[src/hw/rtl/bsp_pkg.sv]
`timescale 1ns / 1ps
`default_nettype none
// ----------------------------------------------------------------------------
// bsp_pkg: shared types and constants of the sweep path generator
// Command and status codes, edge record layout and the request/response
// bundles of the interpolation unit.
// ----------------------------------------------------------------------------
package bsp_pkg;

   // coordinate and arithmetic widths
   localparam int COORD_W       = 32;
   localparam int DIFF_W        = COORD_W + 1;
   localparam int ACC_W         = 2 * DIFF_W;
   localparam int STEP_W        = 31;
   localparam int LINE_W        = 16;
   localparam int PROD_W        = LINE_W + STEP_W;
   localparam int ITER_W        = 7;
   localparam int MAX_EDGES_DEF = 32;
   localparam int ADDR_W        = 4;

   // register map, word index taken from paddr[3:2]
   localparam logic [1:0] REG_START_X = 2'd0;
   localparam logic [1:0] REG_END_X   = 2'd1;
   localparam logic [1:0] REG_STEP    = 2'd2;

   typedef enum logic [1:0] {
      CMD_CLEAR        = 2'd0,
      CMD_APPEND_CEIL  = 2'd1,
      CMD_APPEND_FLOOR = 2'd2,
      CMD_SWEEP        = 2'd3
   } cmd_type;

   typedef enum logic [1:0] {
      STAT_POINT    = 2'd0,
      STAT_FINISHED = 2'd1,
      STAT_NO_HIT   = 2'd2,
      STAT_BAD_STEP = 2'd3
   } status_type;

   typedef struct packed {
      logic signed [COORD_W-1:0] bx;
      logic signed [COORD_W-1:0] by;
      logic signed [COORD_W-1:0] ex;
      logic signed [COORD_W-1:0] ey;
   } edge_type;

   typedef struct packed {
      logic                      start;
      edge_type                  seg;
      logic signed [COORD_W-1:0] x;
   } interp_req_type;

   typedef struct packed {
      logic                      done;
      logic signed [COORD_W-1:0] y;
   } interp_rsp_type;

endpackage
`default_nettype wire

[src/hw/rtl/bsp_edge_store.sv]
`timescale 1ns / 1ps
`default_nettype none
// ----------------------------------------------------------------------------
// bsp_edge_store: edge chain memory
// One write port, one read port with registered read data.
// ----------------------------------------------------------------------------
module bsp_edge_store #(
   parameter  int DEPTH = bsp_pkg::MAX_EDGES_DEF,
   localparam int IDX_W = (DEPTH > 1) ? $clog2(DEPTH) : 1
) (
   input  wire logic              clock,
   input  wire logic              wr_en,
   input  wire logic [IDX_W-1:0]  wr_addr,
   input  wire bsp_pkg::edge_type wr_data,
   input  wire logic [IDX_W-1:0]  rd_addr,
   output bsp_pkg::edge_type      rd_data
);

   bsp_pkg::edge_type mem [DEPTH];
   bsp_pkg::edge_type rd_data_ff;

   // write port
   always_ff @(posedge clock) begin
      if (wr_en) begin
         mem[wr_addr] <= wr_data;
      end
   end

   // registered read
   always_ff @(posedge clock) begin
      rd_data_ff <= mem[rd_addr];
   end

   assign rd_data = rd_data_ff;

endmodule
`default_nettype wire

[config.mk]
export PLATFORM = sky130hd
export DESIGN_NAME = bsp_edge_store
export DESIGN_NICKNAME = d
export VERILOG_FILES = /design/src/hw/rtl/bsp_pkg.sv /design/src/hw/rtl/bsp_edge_store.sv
export SDC_FILE = /design/constraint.sdc
export NUM_CORES = 2
export LEC_CHECK = 0
export BUFFER_PORTS_ARGS = -buffer_cell sky130_fd_sc_hd__buf_2
export CORE_MARGIN = 3
export CORE_UTILIZATION = 40
export CTS_BUF_LIST = sky130_fd_sc_hd__clkbuf_2 sky130_fd_sc_hd__clkbuf_4 sky130_fd_sc_hd__clkbuf_8
export DETAILED_ROUTE_END_ITERATION = 12
export PLACE_DENSITY = 0.53
export SLEW_MARGIN = 20
export SYNTH_ARGS = -nofsm -noshare
export SYNTH_HDL_FRONTEND = slang
export SYNTH_SLANG_ARGS = --single-unit
[constraint.sdc]
create_clock -name clock -period 10.72 [get_ports clock]
set_input_delay 1.608 -clock clock [delete_from_list [all_inputs] [get_ports clock]]
set_output_delay 1.608 -clock clock [all_outputs]
set_load 0.02 [all_outputs]
* Word level (Yosys, flattened, before mapping)
Memory sizes are Yosys's and may differ from the RTL's. A register that Yosys moved wholly into a read port is not among the register bits.
Cells that the tools add are included.
** Storage, ports and cells
- Flip-flop bits (word level) :: 0
- Bits in latches :: 0
- Memory bits (writable) :: 4096
- Memory bits (read-only) :: 0
- Input port bits :: 140
- Logic and storage cells :: 3
- Memories kept :: 1
** Memory list
- mem :: depth 32, width 128, rd ports 1, clocked after memory_dff 1, wr ports 1, RTL line bsp_edge_store.sv:19 : bsp_pkg::edge_type mem [DEPTH];
** Cells by class
- Add/subtract/negate cells :: 0
- $mul :: 0
- Divide/modulo/power cells :: 0
- Order comparisons :: 0
- Eq/ne operators :: 0
- Shift-type cells :: 0
- Muxes and demuxes :: 2
- Bitwise operators :: 0
- Reduce and logical (&&, ||, !) cells :: 0
** Operators by type and width (count)
- 1-bit two-way mux :: 2

* Logic depth before layout (Yosys ltp)
- Depth after elaboration :: 2
- Mapped depth :: 9
- Gate-level depth less buffers :: 4

* Worst setup path before layout
OpenSTA, ideal clock, no wires.
- Path type :: in2reg
- Start point :: in wr_addr[1]
- End point :: mem mem[12][0] in the netlist's numbering, enable pin
- Library setup time :: 617 ps
- Arrival time :: 7589 ps
- Required time :: 10103 ps
- Setup slack :: 2514 ps
- Cell stages on the path :: 3
- Path through :: or3b_2 > clkbuf_1 > nor2_1
** RTL lines
- start, declared :: RTL line bsp_edge_store.sv:13 : input wire logic [IDX_W-1:0] wr_addr,
- end, declared :: RTL line bsp_edge_store.sv:19
Straight into the memory's write port.

* Worst setup path after layout
- Start point :: in wr_addr[0]
- End point :: mem mem[10][67] in the netlist's numbering, enable pin
Straight into the memory's write port.

==> summary.md <==
| Metric | Value |
|---|---|
| CTS Buf Count | roughly 690 |
| WL per Instance | 32.4 um |
| Max Cap Viol | 0 |
| Reg clk slew, reported paths | roughly 60 ps |
| Switching Fraction | 0.221 |
| Max H-tree Level | 6 |
| Fin Clk Skew | around 56 ps |
| Total grt overflow | 0 |
| Worst r2r src | mem[9][39] |
| Critical path, cell by cell | buf_2 -> nand3b_1 -> nor2_4 -> buf_4 -> buf_4 |
| Reg power frac | 0.543 |
| Synthesis-to-finish area growth | 14.1% |
| Final Hold Fails | 0 |
| Distinct cells, synth | 28 |
| Cts repair resizes | 0 |
| CP Max Fanout | 45 |
| Total global-route track usage | 0.210 |
| Register area | approximately 0.13 sq mm |
| Sink Count | 4,224 |
| Hold Crit Start | mem[31][91] |
| Avg Synthesized Cell Area | around 24 sq um |
| Vias | 73,500 |
| Setup violators final | 0 |
| Setup tns final | 0 ps |
| Register area share after synthesis | 0.809 |
| Largest family of logic cells by synthesized area | multiplexers |
| Total power | around 0.034 W |
| Worst Path Buf+Inv | 3 |
| Pin count of the biggest net entering global routing | 131 |
| Starting Density | 0.402 |
| Share of post-route cells with drive strength above 1 | 0.332 |
| Drt first pass iters | 7 |
| Compound-Gate Fraction of Synth Area | 0.0228 |
| CTS tree | yes |
| Final worst slack | 6410 ps |
| Row Count | 228 |
| Syn Nets | about 6,600 |
| Final net count | 7,359 |
| Number of global-route vias before repair | 77,600 |
| Cells after Synth | 6,440 |
| Fill cell count | about 32,000 |
| Slowest cell on crit path | buf_4 |
| Mux contribution to synthesized area | 0.147 |
| Adder-Cell Fraction of Synth Area | 0 |
| RSZ-0062 raised after global routing | false |
| YS warnings | 0 |
| Non-Filler Instances | 13,000 |
| Inst Count DP | 11,700 |
| Worst Setup End Kind | flip-flop |
| Worst-Margin Slew | 1190 ps |
| Reported net switching power | 0.00753 W |
| Hold WC Path Type | flip-flop to flip-flop |
| Req. time, crit path | 11,510 ps |
| Worst Path Arrival | 5100 ps |
| Pwr dens | 192 mW/mm^2 |
| Final HPWL DP | 207,000 um |
| DRC | 0 |
| Die Height | between 600 and 700 um |
| Final Max Slew Viols | 0 |
| Max VDD drop | 0.120 mV |
| XOR/XNOR Fraction of Synth Area | 0 |
| Initial drt markers | 6,806 |
| Die X | 629 um |
| Routability cong. | 0.733 |
| Status | completed |
| Clock Latency Late Sink | 1200 ps |
| Root buffer cell | clkbuf_8 |
| Simple-gate share of the synthesized area | 0.00832 |
| Die area | 0.396 sq mm |
| Initial antenna violation count | 56 |
| Comb pwr share | 0.045 |
| Synth Cell Area | 0.155 sq mm |
| Yosys reg bits | 4,224 |
| Leakage | roughly 55 nW |
| Startpoint types | input port |
| Hold_ws | 682 ps |
| Final period utilization | 0.402 |
| Core ar. | between 0.3 and 0.4 sq mm |
| Cell-internal power | 0.0266 W |
| I/O Buffers | 267 |
| Post-DRT Antenna Nets | 0 |
| Fmax | 232 MHz |
| CP startpoint | wr_addr[0] |
| Final wirelength | 420,000 um |
| Io pins | around 270 |
| Critical path class | input port to flip-flop |
| Setup WS pre-CTS | 5180 ps |
| Slew margin rel. | 0.206 |
| CTS Hold Bufs | 0 |
| Power share of the clock group | 0.412 |
| Multi-input logic area | roughly 0.028 sq mm |
| Post-CTS Setup Repair Bufs | 0 |
| Vias per cell | approximately 5.7 |
| Clk buf depth | 4 |
| First-pass GRT wire length | 596,000 um |
| Critical path's most frequent cell | buf_4 |
| Cell family with most CP delay | buffers and inverters |
| Tmin final | 4310 ps |
| Crit-path max cell delay | 880 ps |
-- routing by layer --
metal	up-vias	track usage	routed length [um]
met2	2471	0.363	217000
met1	40600	0.277	171000
met4	30	0.0549	9510
met5	-	0	199
li1	29800	-	-
met3	661	0.0348	23400
-- Yosys cell counts --
cell type     n  area share
edfxtp_1   4096        0.79
mux4_2      956        0.14
o22ai_1     444       0.018
mux2i_1     136      0.0088
dfxtp_1     128       0.017
nor4_1      111      0.0045
clkbuf_1    108      0.0026
a22oi_1     102      0.0049
buf_2        94      0.0030
buf_4        67      0.0032
buf_1        44      0.0011
nand3_1      37      0.0012
nor2_1       35     0.00085
buf_6        30      0.0022
nand4_1      17     0.00069
clkbuf_4      9     0.00044
nand3b_1      6     0.00029
nand2_1       4    0.000097
or3b_2        4     0.00023
nor2b_1       3     0.00012
or3_1         2    0.000081
and2_1        1    0.000040
and3_1        1    0.000040
and3b_1       1    0.000056
nand2b_1      1    0.000040
nor2_2        1    0.000040
nor3b_1       1    0.000048
or2_1         1    0.000040
-- cell families (layout without fill, tap and decap cells) --
family,count (synthesis),count (layout)
DFF,4224,4224
other,0,18
buffers and inverters,352,1704
muxes,1092,1092
AOI/OAI and AO/OA,546,546
and+or+nand+nor,226,226
-- worst register-to-register path: cells and delay by family (launching register included) --
kind               cells  cell delay (ps)
DFF                    1              320
AOI/OAI and AO/OA      1              130
muxes                  1              240
and+or+nand+nor        1              800
-- worst paths after layout --
kind	to	slack, ps	depth (start not counted)
worst max register to register	rd_data[39]	9020	3
worst min-delay path	rd_data[91]	680	3
worst max-delay path	mem[10][67]	6410	5
worst min register to register	rd_data[91]	680	3
-- through the flow --
stage                util  area, sq um
global placement    0.423       163000
global route        0.459       177000
detailed placement  0.423       163000
CTS                 0.459       177000
finish              0.459       177000
floorplan               -       155000
-- power by group through the flow --
stage / registers (W) / logic [W] / clock network (W)
3_3_place_gp: 0.0188 / 0.00153 / 0
2_1_floorplan: 0.0189 / 0.000802 / 0
6_report: 0.0185 / 0.00152 / 0.0141
3_5_place_dp: 0.0189 / 0.00156 / 0
5_1_grt: 0.0185 / 0.00163 / 0.0152
4_1_cts: 0.0185 / 0.00156 / 0.0144
-- flip-flops by register name, indices dropped and copies added (netlist names) --
register / flops
mem: 4096
rd_data: 128
-- layout make-up --
class,count,share of cell area
multi-input combinational,1864,0.159
clock inverter,241,0.00884
tap,5175,0.0366
antenna,18,0.000254
timing repair buffer,436,0.0171
sequential,4224,0.709
clock buffer,1027,0.0700
-- placed cells by master (no fill, tap or decap), types with 3 or more instances in the layout --
master      instances
edfxtp_1         4096
mux4_2            956
clkbuf_8          749
o22ai_1           444
clkbuf_4          278
buf_2             265
buf_4             138
mux2i_1           136
dfxtp_1           128
clkinv_1          127
nor4_1            106
a22oi_1           102
clkinv_2           50
nand3_1            36
nor2_4             33
buf_12             33
diode_2            18
clkinvlp_4         18
nand4_1            17
inv_8              13
inv_6              11
bufinv_16           8
clkinv_8            7
nand3b_1            6
nor4_2              5
or3b_2              3
inv_12              3
Note: power is estimated with default switching activity, not from simulation.
