`src/hw/rtl/bsp_pkg.sv`:
```
`timescale 1ns / 1ps
`default_nettype none
// ----------------------------------------------------------------------------
// bsp_pkg: shared types and constants of the sweep path generator
// Command and status codes, edge record layout and the request/response
// bundles of the interpolation unit.
// ----------------------------------------------------------------------------
package bsp_pkg;

   // coordinate and arithmetic widths
   localparam int COORD_W       = 32;
   localparam int DIFF_W        = COORD_W + 1;
   localparam int ACC_W         = 2 * DIFF_W;
   localparam int STEP_W        = 31;
   localparam int LINE_W        = 16;
   localparam int PROD_W        = LINE_W + STEP_W;
   localparam int ITER_W        = 7;
   localparam int MAX_EDGES_DEF = 32;
   localparam int ADDR_W        = 4;

   // register map, word index taken from paddr[3:2]
   localparam logic [1:0] REG_START_X = 2'd0;
   localparam logic [1:0] REG_END_X   = 2'd1;
   localparam logic [1:0] REG_STEP    = 2'd2;

   typedef enum logic [1:0] {
      CMD_CLEAR        = 2'd0,
      CMD_APPEND_CEIL  = 2'd1,
      CMD_APPEND_FLOOR = 2'd2,
      CMD_SWEEP        = 2'd3
   } cmd_type;

   typedef enum logic [1:0] {
      STAT_POINT    = 2'd0,
      STAT_FINISHED = 2'd1,
      STAT_NO_HIT   = 2'd2,
      STAT_BAD_STEP = 2'd3
   } status_type;

   typedef struct packed {
      logic signed [COORD_W-1:0] bx;
      logic signed [COORD_W-1:0] by;
      logic signed [COORD_W-1:0] ex;
      logic signed [COORD_W-1:0] ey;
   } edge_type;

   typedef struct packed {
      logic                      start;
      edge_type                  seg;
      logic signed [COORD_W-1:0] x;
   } interp_req_type;

   typedef struct packed {
      logic                      done;
      logic signed [COORD_W-1:0] y;
   } interp_rsp_type;

endpackage
`default_nettype wire

```
`src/hw/rtl/bsp_interp.sv`:
```
`timescale 1ns / 1ps
`default_nettype none
// ----------------------------------------------------------------------------
// bsp_interp: iterative edge interpolation unit
// y = by + round(|px*dy| / |dx|) with sign applied afterwards; shift-add
// multiply then restoring divide, one step per cycle.
// ----------------------------------------------------------------------------
module bsp_interp (
   input  wire logic                    clock,
   input  wire logic                    reset,
   input  wire bsp_pkg::interp_req_type req,
   output bsp_pkg::interp_rsp_type      rsp
);

   localparam int DW = bsp_pkg::DIFF_W;
   localparam int AW = bsp_pkg::ACC_W;
   localparam int CW = bsp_pkg::COORD_W;
   localparam int IW = bsp_pkg::ITER_W;

   typedef enum logic [6:0] {
      I_IDLE = 7'b0000001,
      I_ABS  = 7'b0000010,
      I_MUL  = 7'b0000100,
      I_ADD  = 7'b0001000,
      I_DIV  = 7'b0010000,
      I_FIN  = 7'b0100000,
      I_DONE = 7'b1000000
   } istate_type;

   istate_type            st_ff, st_in;
   logic signed [DW-1:0]  dx_ff, dx_in, dy_ff, dy_in, px_ff, px_in;
   logic signed [CW-1:0]  by_ff, by_in, y_ff, y_in;
   logic [DW-1:0]         mdx_ff, mdx_in, mdy_ff, mdy_in, mpx_ff, mpx_in;
   logic [AW-1:0]         acc_ff, acc_in;
   logic [DW-1:0]         rem_ff, rem_in;
   logic [IW-1:0]         cnt_ff, cnt_in;
   logic                  neg_ff, neg_in;
   logic [DW:0]           trial;
   logic                  fits;

   // one restoring-divide step
   assign trial = {rem_ff, acc_ff[AW-1]};
   assign fits  = trial >= {1'b0, mdx_ff};

   always_comb begin
      st_in  = st_ff;
      dx_in  = dx_ff;
      dy_in  = dy_ff;
      px_in  = px_ff;
      by_in  = by_ff;
      y_in   = y_ff;
      mdx_in = mdx_ff;
      mdy_in = mdy_ff;
      mpx_in = mpx_ff;
      acc_in = acc_ff;
      rem_in = rem_ff;
      cnt_in = cnt_ff;
      neg_in = neg_ff;
      unique case (st_ff)
         I_IDLE: begin
            if (req.start) begin
               dx_in = {req.seg.ex[CW-1], req.seg.ex} - {req.seg.bx[CW-1], req.seg.bx};
               dy_in = {req.seg.ey[CW-1], req.seg.ey} - {req.seg.by[CW-1], req.seg.by};
               px_in = {req.x[CW-1], req.x} - {req.seg.bx[CW-1], req.seg.bx};
               by_in = req.seg.by;
               st_in = I_ABS;
            end
         end
         I_ABS: begin
            // vertical edge, flat edge or x on the begin vertex: y is by
            if (dx_ff == '0 || dy_ff == '0 || px_ff == '0) begin
               y_in  = by_ff;
               st_in = I_DONE;
            end else begin
               neg_in = dx_ff[DW-1] ^ dy_ff[DW-1] ^ px_ff[DW-1];
               mdx_in = dx_ff[DW-1] ? DW'(-dx_ff) : DW'(dx_ff);
               mdy_in = dy_ff[DW-1] ? DW'(-dy_ff) : DW'(dy_ff);
               mpx_in = px_ff[DW-1] ? DW'(-px_ff) : DW'(px_ff);
               acc_in = '0;
               cnt_in = '0;
               st_in  = I_MUL;
            end
         end
         I_MUL: begin
            acc_in = {acc_ff[AW-2:0], 1'b0} + (mdy_ff[DW-1] ? AW'(mpx_ff) : AW'(0));
            mdy_in = {mdy_ff[DW-2:0], 1'b0};
            cnt_in = cnt_ff + 1'b1;
            if (cnt_ff == IW'(DW - 1)) begin
               st_in = I_ADD;
            end
         end
         I_ADD: begin
            // rounding term, halves away from zero
            acc_in = acc_ff + AW'(mdx_ff >> 1);
            rem_in = '0;
            cnt_in = '0;
            st_in  = I_DIV;
         end
         I_DIV: begin
            rem_in = fits ? DW'(trial - {1'b0, mdx_ff}) : trial[DW-1:0];
            acc_in = {acc_ff[AW-2:0], fits};
            cnt_in = cnt_ff + 1'b1;
            if (cnt_ff == IW'(AW - 1)) begin
               st_in = I_FIN;
            end
         end
         I_FIN: begin
            y_in  = neg_ff ? by_ff - $signed(acc_ff[CW-1:0])
                           : by_ff + $signed(acc_ff[CW-1:0]);
            st_in = I_DONE;
         end
         I_DONE: begin
            st_in = I_IDLE;
         end
         default: begin
            st_in = I_IDLE;
         end
      endcase
   end

   always_ff @(posedge clock) begin
      if (reset) begin
         st_ff <= I_IDLE;
      end else begin
         st_ff <= st_in;
      end
   end

   always_ff @(posedge clock) begin
      dx_ff  <= dx_in;
      dy_ff  <= dy_in;
      px_ff  <= px_in;
      by_ff  <= by_in;
      y_ff   <= y_in;
      mdx_ff <= mdx_in;
      mdy_ff <= mdy_in;
      mpx_ff <= mpx_in;
      acc_ff <= acc_in;
      rem_ff <= rem_in;
      cnt_ff <= cnt_in;
      neg_ff <= neg_in;
   end

   assign rsp.done = (st_ff == I_DONE);
   assign rsp.y    = y_ff;

endmodule
`default_nettype wire

```
`config.mk`:
```
export PLATFORM = sky130hd
export DESIGN_NAME = bsp_interp
export DESIGN_NICKNAME = d
export VERILOG_FILES = /design/src/hw/rtl/bsp_pkg.sv /design/src/hw/rtl/bsp_interp.sv
export SDC_FILE = /design/constraint.sdc
export NUM_CORES = 1
export LEC_CHECK = 0
export BUFFER_PORTS_ARGS = -buffer_cell sky130_fd_sc_hd__clkbuf_2
export CAP_MARGIN = 20
export CORE_UTILIZATION = 47
export CTS_BUF_LIST = sky130_fd_sc_hd__clkbuf_4 sky130_fd_sc_hd__clkbuf_8
export DETAILED_ROUTE_END_ITERATION = 8
export PLACE_DENSITY = 0.72
export SYNTH_ARGS = -nofsm -noshare
export SYNTH_HDL_FRONTEND = slang
export SYNTH_SLANG_ARGS = --single-unit
export TNS_END_PERCENT = 100
```
`constraint.sdc`:
```
create_clock -name clock -period 8.8 [get_ports clock]
set_input_delay 1.76 -clock clock [delete_from_list [all_inputs] [get_ports clock]]
set_output_delay 1.76 -clock clock [all_outputs]
set_load 0.01 [all_outputs]
```
* After elaboration in Yosys (flattened, before gate mapping)
Index checks and enable logic that the tools add are counted.
** Word-level totals
- Output and inout bits :: 33
- Bits in registers :: 376
- Logic and storage cells :: 83
- Bits of input ports :: 163
** Operators by class
- Mux-type cells :: 20
- Add/sub/neg operators :: 12
- Reduce and logical (&&, ||, !) cells :: 18
- Order comparisons :: 1
- Eq/ne operators :: 14
- Bitwise logic cells :: 3
** Operators with widths (number)
- $pmux 66 s4 :: 1
- $mux 33 :: 4
- $pmux 33 s2 :: 2
- $mux 32 :: 4
- $logic_not 33->1 :: 3
- $neg 33->33 :: 3
- $sub 32x32->33 :: 3
- $add 66x32->66 :: 1
- $add 66x33->66 :: 1
- $mux 66 :: 1
- $pmux 32 s2 :: 1
- $pmux 7 s6 :: 1
- $mux 7 :: 5
- $ge 34x33->1 :: 1
- $sub 33x33->33 :: 1
- $add 32x32->32 :: 1
- $sub 32x32->32 :: 1
- $pmux 7 s3 :: 1
- $eq 7x6->1 const B :: 2
- $eq 7x7->1 const B :: 2
- $reduce_and 2->1 :: 6
- $ne 2x2->1 const B :: 5
- $add 7x1->7 const B :: 1
- $eq 7x1->1 const B :: 1
- other kinds (12) :: 16

* Depth between registers and ports, before layout
- Word-level depth :: 5
- Depth in mapped cells :: 20

* Least setup slack after synthesis
Ideal clock, no wire load.
- Kind :: input to register
- Start :: in req[160] (netlist name)
- End :: reg by_ff[0], enable pin
- Path buffers :: 0
- Path slack :: 3534 ps
- Data arrival time :: 4760 ps
- Stages on the path :: 1
- Cell sequence :: and2_1
** Between the ends
- Longest elaborated chain between the ends :: 1
** RTL lines
- start: declaration :: line bsp_interp.sv:11 : input wire bsp_pkg::interp_req_type req,
- $reduce_and 2->1 (no source line)
- end signal: assignment :: line bsp_interp.sv:133 : by_ff <= by_in;
- end: declaration :: line bsp_interp.sv:32 : logic signed [CW-1:0] by_ff, by_in, y_ff, y_in;
No other way between the ends.
A chain may end at the register's enable or synchronous reset.

* Worst setup path in the final report
- Start :: reg dx_ff[6]
- End :: reg y_ff[8], enable pin
** Between the ends
- Longest elaborated chain between the ends :: 5
** RTL lines
- start: declaration :: line bsp_interp.sv:31 : logic signed [DW-1:0] dx_ff, dx_in, dy_ff, dy_in, px_ff, px_in;
- start signal: assignment :: line bsp_interp.sv:130 : dx_ff <= dx_in;
- $logic_not 33->1 :: line bsp_interp.sv:71 : if (dx_ff == '0 || dy_ff == '0 || px_ff == '0) begin
- $logic_or 1x1->1 (2 in a row) :: line bsp_interp.sv:71
- $ne 2x2->1 (no source line)
- $reduce_and 2->1 (no source line)
- end signal: assignment :: line bsp_interp.sv:134 : y_ff <= y_in;
- end: declaration :: line bsp_interp.sv:32
No other way between the ends.

==> results_dict.tcl <==
set metrics [dict create \
    instances_no_fill 4206 \
    r2r-start "dx_ff[6]$_DFFE_PP_" \
    synth_ff_type "edfxtp_1" \
    drc 0 \
    outcome "finished clean" \
    wl_per_cell_um 18.1 \
    clk_pin_slew_worst_paths_ns 0.06 \
    io_buffers 195 \
    ys_seq_elements 376 \
    overflow 0 \
    worstSetupPathType "reg -> reg" \
    row_count 91 \
    setup_tns_ns 0 \
    vias 24400 \
    grt_pass1_wl_mm 121 \
    finalPower_mw 7.28 \
    post_cts.repair.setup_buffers 0 \
    routed_via_density 5.81 \
    worstPathRequired_ns 9.12 \
    clk_latency_ns 0.69 \
    ir_drop_mv 0.104 \
    fmax_ghz 0.203 \
    synth_edf_count 369 \
    layout_common_cells "369 x edfxtp_1, 242 x nand2_1, 238 x o21ai_0, 233 x ha_1, 228 x nor2_1" \
    start_util_pct 47.6 \
    area_growth_pct 11.3 \
    hold_viol 0 \
    cap_violations 0 \
    grt_antenna_before_repair 1 \
    start_kind "flip-flop" \
    tightestPinTransition_ns 1.11 \
    first_global_vias 23100 \
    syn-num-nets 3527 \
    path_max_fanout 27 \
    clock_skew_ns 0.0485 \
    die_w_um 252 \
    hold_path.class "reg -> reg" \
    hold_end "mpx_ff[0]$_DFFE_PP_" \
    drive_above_1_share_pct 11.3 \
    ctsHoldBuffers 0 \
    netlist_instances 3124 \
    die-area_mm2 0.0633 \
    cp_data_arrival_time_ns 5.23 \
    powerDensity_mw_per_mm2 223 \
    finalWirelength_mm 76.2 \
    io_pins 196 \
    clockBufferDepth 3 \
    synth.cell_area_mm2 0.0293 \
    ys_types 79 \
    cts_resized 0 \
    cts_tree "yes" \
    gp_congestion 0.935 \
    grtUsageTotal_pct 23.8 \
    period_needed_ns 4.92 \
    final-max-slew-violation-count 0 \
    min-delay-start "px_ff[0]$_DFFE_PP_" \
    clock-root-buffer "clkbuf_8" \
    dp_cells 4079 \
    cts_sinks 376 \
    dp_hpwl_mm 57.1 \
    fin_ws_ns 3.88 \
    holdPathStages 0 \
    drtIter0Drc 2134 \
    post-place-ws_ns 3.70 \
    syn_avg_cell_area_um2 9.38 \
    endpoint_kind "flip-flop" \
    core_area_mm2 0.0616 \
    r2r_slack_ns 3.88 \
    grt_max_degree 68 \
    reg2reg_depth 11 \
    async_reset_ff_share_pct 0 \
    yosysSeqAreaShare_pct 38.3 \
    yosys_warnings 0 \
    rsz0062_at_grt "false" \
    cts_made_buffers 69 \
    layout_commonest_cell "edfxtp_1" \
    cts_max_level 3 \
    final_nets 3717 \
    slew_headroom_pct 25.5 \
    die_h_um 252 \
    fin_crit_sh_pct 55.9 \
    r2r-end "y_ff[8]$_DFFE_PP_" \
    final-setup-viol-count 0 \
    fillCellCount 5613 \
    firstDrtPassIters 6 \
    final_antenna_net_count 0 \
    p_leak_nw 13.1 \
]
==> flip-flops by register name, indices dropped and copies added, names as in the netlist <==
name / flops
acc_ff: 66
by_ff: 32
cnt_ff: 7
dx_ff: 33
dy_ff: 33
mdx_ff: 33
mdy_ff: 33
mpx_ff: 33
neg_ff: 1
px_ff: 33
rem_ff: 33
st_ff: 7
y_ff: 32
==> power breakdown <==
part	switching [mW]	internal [mW]
clock network	0.786	1.01
logic	1.57	1.09
registers	0.316	2.51
==> worst max-delay path, cell delays in order (launching register included) <==
cell	delay (ns)
edfxtp_1	0.45
or4_1	0.62
nor4_1	0.27
nand3_1	0.21
or3_1	0.48
or3_1	0.44
nor3_1	0.43
ha_1	0.39
nor3_1	0.12
o21ai_1	0.30
and2_1	0.42
buf_4	0.42
==> per-stage QoR <==
stage               area (um2)  util, %  hold WS, ns
floorplan                29300        -        0.426
global placement         31200     50.6        0.435
detailed placement       31200     50.6        0.446
CTS                      32600     52.9        0.465
global route             32600     53.0        0.485
finish                   32600     53.0        0.466
==> per-layer routing <==
layer  GRT usage, %  up-vias  part of all wire, %
met5              0        -                    0
met4           7.84        0                  2.5
met3           3.44      136                  6.3
met2           40.4      805                   48
met1           31.0    11500                   43
li1               -    12000                    -
==> how the worst max path moves through the flow <==
stage                        startpoint                  end  slack, ns  cells after the start
floorplan                      req[160]   by_ff[0]$_DFFE_PP_       3.53                      1
global placement                 req[0]  px_ff[30]$_DFFE_PP_       3.68                     14
detailed placement               req[0]  px_ff[30]$_DFFE_PP_       3.70                     14
CTS                  dx_ff[6]$_DFFE_PP_   y_ff[10]$_DFFE_PP_       3.76                     11
global route        acc_ff[2]$_DFFE_PP_   y_ff[30]$_DFFE_PP_       3.60                     14
finish               dx_ff[6]$_DFFE_PP_    y_ff[8]$_DFFE_PP_       3.88                     11
==> cells in the mapped netlist (18+ instances only) <==
cell	instances	area, um2
edfxtp_1	369	11100
nand2_1	242	908
o21ai_0	238	1190
ha_1	233	2920
nor2_1	228	856
xnor2_1	222	1940
a21oi_1	218	1090
inv_1	188	706
a21o_1	123	923
xor2_1	120	1050
clkbuf_1	86	323
and2_1	65	407
nor3_1	57	285
nand3_1	56	280
o31ai_1	39	293
o21a_1	38	285
a31oi_1	37	231
nor2b_1	36	225
nand2b_1	35	219
nand4_1	31	194
and3_1	30	188
mux2i_1	28	280
o211ai_1	27	203
a22oi_1	25	188
o21bai_1	24	180
a211oi_1	19	143
or3_1	19	119
o41ai_1	18	158
or4_1	18	135
==> cell type report <==
class,instances,area [um2],area share [%]
Clock inverter,34,307,0.940
Sequential cell,376,11200,34.4
Inverter,188,706,2.16
Timing Repair Buffer,221,1170,3.60
Antenna cell,1,2.50,0.00767
Clock buffer,91,1150,3.51
Multi-Input combinational cell,2458,17000,52.2
Tap cell,837,1050,3.21
==> kinds of logic (layout without fill, tap and decap cells) <==
kind of cell	Yosys count	after routing	synth area share (%)
other	0	1	0
AND/OR/NAND/NOR	902	902	15.3
buffers and inverters	290	534	3.78
XOR/XNOR	342	342	10.2
AO/OA/AOI/OAI	943	943	20.9
flip-flops	376	376	38.3
multiplexers	31	31	1.07
adder cells (fa/ha/maj)	240	240	10.4
Note: power is estimated with default switching activity, not from simulation.
